**src/cfs_pkg.sv**
```systemverilog
`timescale 1ns / 1ps
// shared types and constants for the cylindrical feedrate split block
// no dependencies

package cfs_pkg;

    localparam int DATA_W     = 32;              // signed q16.16 input width
    localparam int FRAC_W     = 16;
    localparam int FEED_W     = DATA_W - 1;      // unsigned feed and speed width
    localparam int MAG_W      = DATA_W;          // magnitude of a signed input
    localparam int PROD_W     = 2 * MAG_W;
    localparam int RT_W       = PROD_W - FRAC_W; // arc component width
    localparam int RT_MSB_W   = 6;               // bit index into the arc component
    localparam int K_W        = 5;               // normalize shift
    localparam int NORM_W     = DATA_W - 1;      // normalized magnitude width
    localparam int SUM_W      = 2 * DATA_W;      // sum of squares
    localparam int ROOT_W     = DATA_W;
    localparam int SREM_W     = ROOT_W + 1;
    localparam int DEN_W      = ROOT_W + RT_W - NORM_W;
    localparam int NUM_W      = FEED_W + MAG_W - 1;
    localparam int CNT_W      = 6;
    localparam int SQRT_STEPS = SUM_W / 2;
    localparam int DIV_STEPS  = NUM_W;
    localparam int QDEPTH     = 2;
    localparam int QPTR_W     = 1;

    localparam logic [FEED_W-1:0] SAT_MAX = '1;

    localparam logic [1:0] AXIS_R     = 2'd0;
    localparam logic [1:0] AXIS_THETA = 2'd1;
    localparam logic [1:0] AXIS_Z     = 2'd2;

    typedef struct packed {
        logic [FEED_W-1:0] feed;
        logic [MAG_W-1:0]  dr;
        logic [MAG_W-1:0]  dt;
        logic [MAG_W-1:0]  dz;
        logic [MAG_W-1:0]  ravg;
        logic              feed_only;
    } t_job;

    typedef enum logic [3:0] {
        ST_IDLE,
        ST_MUL,
        ST_NORM,
        ST_SQ,
        ST_SQRT,
        ST_NUM,
        ST_DIV,
        ST_SAT,
        ST_OUT
    } t_state;

endpackage

```
**src/cfs_front.sv**
```systemverilog
`timescale 1ns / 1ps
// front end: magnitudes, mean radius and classification of one move
// depends on cfs_pkg

module cfs_front
    import cfs_pkg::*;
(
    input  logic [FEED_W-1:0] i_feed_rate,
    input  logic [DATA_W-1:0] i_delta_r,
    input  logic [DATA_W-1:0] i_delta_theta,
    input  logic [DATA_W-1:0] i_delta_z,
    input  logic [DATA_W-1:0] i_r_start,
    input  logic [DATA_W-1:0] i_r_end,
    output t_job              o_job
);

    logic [DATA_W:0] w_rsum;
    logic [DATA_W:0] w_rabs;

    function automatic logic [MAG_W-1:0] mag(input logic [DATA_W-1:0] v);
        mag = v[DATA_W-1] ? (~v + 1'b1) : v;
    endfunction

    assign w_rsum = {i_r_start[DATA_W-1], i_r_start} + {i_r_end[DATA_W-1], i_r_end};
    assign w_rabs = w_rsum[DATA_W] ? (~w_rsum + 1'b1) : w_rsum;

    always_comb begin
        o_job.feed      = i_feed_rate;
        o_job.dr        = mag(i_delta_r);
        o_job.dt        = mag(i_delta_theta);
        o_job.dz        = mag(i_delta_z);
        o_job.ravg      = w_rabs[DATA_W:1];
        // no radial and no rotary motion: axial axis takes the whole feed
        o_job.feed_only = (i_delta_r == '0) && (i_delta_theta == '0);
    end

endmodule

```
**config.mk**
```make
export PLATFORM = sky130hd
export DESIGN_NAME = cfs_front
export DESIGN_NICKNAME = d
export VERILOG_FILES = /design/src/cfs_pkg.sv /design/src/cfs_front.sv
export SDC_FILE = /design/constraint.sdc
export NUM_CORES = 1
export LEC_CHECK = 0
export ABC_AREA = 0
export BUFFER_PORTS_ARGS = -buffer_cell sky130_fd_sc_hd__buf_2
export CORE_AREA = 5 5 135 137
export DETAILED_ROUTE_END_ITERATION = 12
export DIE_AREA = 0 0 140 142
export PLACE_DENSITY = 0.66
export SETUP_SLACK_MARGIN = 0.3
export SYNTH_ARGS = -nofsm -noshare
export SYNTH_HDL_FRONTEND = slang
export SYNTH_SLANG_ARGS = --single-unit
```
**constraint.sdc**
```tcl
create_clock -name vclk -period 4.4
set_input_delay 0.22 -clock vclk [all_inputs]
set_output_delay 0.22 -clock vclk [all_outputs]
set_load 0.005 [all_outputs]
```
Word level (Yosys, flattened, before mapping):

Index checks and enable logic that the tools add are counted.

* muxes and demuxes: 4
* bitwise operators: 4
* $add $sub $neg: 5
* reduce and logical (&&, ||, !) cells: 3

Operator list (number)
* 32-bit by 1-bit adder with 32-bit output (second input constant): 3
* 32-bit 2-to-1 mux: 3
* 32-bit inverter: 3
* 32-bit zero test: 2
* 32-bit by 32-bit adder with 33-bit output: 1
* 33-bit by 1-bit adder with 33-bit output (second input constant): 1
* 33-bit 2-to-1 mux: 1
* 33-bit inverter: 1
* 1-bit logical AND: 1

* register bits after elaboration: 0
* output and inout port bits: 160
* word-level logic and storage cells: 16

Depth between registers and ports, before layout:

* depth after elaboration: 4
* gate-level depth with buffers: 14
* gate-level depth less buffers: 12

Worst setup path before layout:

OpenSTA, ideal clock, no wires.

* path type: input port to output port
* start point: input port i_r_start[0]
* end point: output port o_job[25] (netlist name)
* path slack: 1.182 ns
* stages: 12
* data arrival time: 2.998 ns
* cells stage by stage: ha_1 inv_1 fa_1 nand2b_1 a21bo_2 a311oi_2 nor2_1 xnor2_1 a2111o_1 or2_1 o41ai_2 xnor2_1

RTL lines
* start: declaration: line cfs_front.sv:12 `input logic [DATA_W-1:0] i_r_start,`
* end: declaration: line cfs_front.sv:14 `output t_job o_job`

==> impl_results.md <==
- Drt first pass iters: 5
- Setup crit end: o_job[18]
- Port-buffer cells: 289
- Element type at the critical path end: primary output
- Vias: between 6,000 and 7,000
- Total negative slack: 0 ns
- Total grt overflow: 0
- Pwr Total: 1.068 mW
- FP Rows: 48
- Placed insts: approximately 1,200
- Antenna Nets Post-Route: 0
- Final Max Tran Viols: 0
- Number of remaining DRC errors: 0
- Pin count of the biggest net entering global routing: 34
- Cell taking the most area after synthesis: xnor2_1
- Final sequential cell count: 0
- GP Congestion: 0.9864
- Setup-failing EPs final: 0
- Post-synthesis sequential area ratio: 0
- Worst-path fanout max: 14
- RSZ-0062 raised after global routing: no
- Leak: 2.799 nW
- Die area: 19,880 um2
- Layout Cells excl Fill: ~1,200
- Initial antenna violation count: 3
- Hold_ws: 0.4400 ns
- Final Util: 0.3882
- Setup crit start: i_r_start[5]
- Wire length on met2: 10.33 mm
- Ratio of cells with drive above 1 in the final layout: 0.3300
- P&R area growth vs syn: 27.09%
- Critical path startpoint category: input pin
- PostCTS Resize Cnt: 0
- Switch share: 0.5697
- Synthesis Warnings: 0
- Slew margin rel.: 0.4688
- Horiz. Die Dim: 140 um
- Fillers: 1,854
- Avg Inst Size Synth: 6.737 um2
- Routed Wire Length: about 22 mm
- Drt wl/cell: 17.67 um
- Hold path cells: 0
- Hold_buf cts: 0
- Max-Cap Viols: 0
- First-pass GRT wire length: 32.93 mm
- Final worst path period share: 0.8628
- Slowest stage cell on the critical path: ha_1
- DRT met1 WL: 9.036 mm
- Worst-Margin Slew: 0.7884 ns
- Min-Delay Path Class: input pin to primary output
- Core area: 16,940 um2
- FF+latch area: 0 um2
- Multi-input gate area: 4710 um2
- Flop pwr share: 0
- Chip height: 142 um
- Nets@finish: about 1,200
- Worst setup path category: input pin to primary output
- Int Power: between 0.4 and 0.5 mW
- Crit path time final: 3.796 ns
- Area share of the largest cell type after synthesis: 0.1896
- Post-synthesis net count: 996
- Initial Utilization: 0.3055
- Crit path cell chain: buf_2 > ha_1 > o211a_1 > a21bo_2 > a311oi_2 > nor2_1 > xnor2_1 > a2111o_1 > nor2_1 > a31oi_1 > xnor2_1 > buf_2
- Vias in the first global route: between 6,000 and 7,000
- Cell count after synthesis: 768
- Final hold vios: 0
- Post CTS Setup Buffer Count: 0
- Yosys cell types: 75
- Clock share of power: 0
- Fmax: about 260 MHz
- DR vias/cell: roughly 5.5
- Pwr Density: 162.5 nW/um2
- Comb pwr share: 1.000
- Ports: between 300 and 400
- Sw Pwr: between 0.6 and 0.7 mW
- WL met3: 1.804 mm
- Crit-path max cell delay: 0.58 ns
- Synth top area cells: xnor2_1 (19%), ha_1 (8.7%), o21ai_0 (5.8%), nand2_1 (5.2%), buf_4 (5.1%)
- GRT Total Usage: 0.1992
- Critical Path RT: 4.18 ns
- Initial DRC Count: approximately 370
- Critical path arrival: 3.58 ns
- Clkbuf count: 0
- Maximum vdd drop: 0.00008211 V
- Hpwl dp: 19.00 mm
- Max Used Layer: met5
- Syn Std Cell Area: between 5000 and 6000 um2
- Outcome: complete, no violations
## synthesized netlist by cell type (all sizes together), types with 3 or more instances
cell type	n
a21boi	5
nor4	18
and4	6
a211o	4
nand2	72
or4	12
o22ai	3
nand4	12
o21a	4
nand3	22
a211oi	5
o41ai	18
nor2	44
nor2b	3
o2111ai	4
clkbuf	17
xnor2	112
o21ai	66
inv	24
and2	12
a21o	11
nor3	28
o31ai	25
buf	46
ha	36
or3	15
or2	10
a311oi	3
a21oi	57
and3	3
o211ai	7
nand2b	13
xor2	19
a31oi	5
## worst max-delay path, delay by kind of cell
family                   cells  cell delay, ns
buffers and inverters        2            0.26
XOR/XNOR                     2            0.45
AO/OA/AOI/OAI                5            1.49
AND/OR/NAND/NOR              2            0.57
adder cells (fa/ha/maj)      1            0.58
## logic make-up (layout without fill, tap and decap cells)
| group | count (synthesis) | count (layout) | synth area share |
|---|---|---|---|
| muxes | 2 | 2 | 0.003870 |
| and+or+nand+nor | 274 | 274 | 0.2776 |
| AOI/OAI and AO/OA | 237 | 237 | 0.3122 |
| buffers and inverters | 87 | 319 | 0.09214 |
| xor gates and xnor gates | 131 | 131 | 0.2232 |
| adders and majority gates | 37 | 37 | 0.09093 |
| other | 0 | 1 | 0 |
## cell usage in the layout, fill, tap and decap left out, drive strengths merged, types with 12 or more instances in the layout
cell,count
nand2,72
ha,36
and2,12
nor4,18
xor2,19
a21oi,57
nand4,12
o31ai,25
or3,15
nor3,28
nand2b,13
xnor2,112
buf,295
o21ai,66
inv,24
nor2,44
nand3,22
or4,12
o41ai,18
## final cells by class
| type | count | area share |
|---|---|---|
| multi-input cells | 681 | 0.7163 |
| repair buffers | 295 | 0.2268 |
| well taps | 225 | 0.04282 |
| inverters | 24 | 0.01370 |
| diodes | 1 | 0.0003806 |
## worst min path at each step
stage,startpoint,end,slack (ns)
final,i_feed_rate[8],o_job[137],0.44
after global routing,i_feed_rate[20],o_job[149],0.44
after CTS,i_feed_rate[2],o_job[131],0.44
after detailed placement,i_feed_rate[2],o_job[131],0.44
after global placement,i_feed_rate[2],o_job[131],0.44
after floorplan,i_delta_r[27],o_job[128],0.48
## per-layer routing
layer / up-vias / global-route usage
li1: 3278 / -
met1: 3094 / 0.2528
met2: 275 / 0.3596
met3: 32 / 0.03696
met4: 4 / 0.03009
met5: - / 0
## power by group through the flow
stage / logic, mW / registers [mW] / clock network (mW)
global placement: 1.05 / 0 / 0
finish: 1.07 / 0 / 0.0000000304
CTS: 1.06 / 0 / 0
detailed placement: 1.06 / 0 / 0
global route: 1.17 / 0 / 0
floorplan: 0.635 / 0 / 0
## stage by stage
stage                     worst slack [ns]  area, um2
after CTS                           0.5604       6560
after global routing                0.3219       6573
after detailed placement            0.5821       6560
final                               0.6036       6575
after floorplan                      1.182       5174
after global placement              0.5962       6560
No activity file was read; power rests on OpenSTA's default activity.
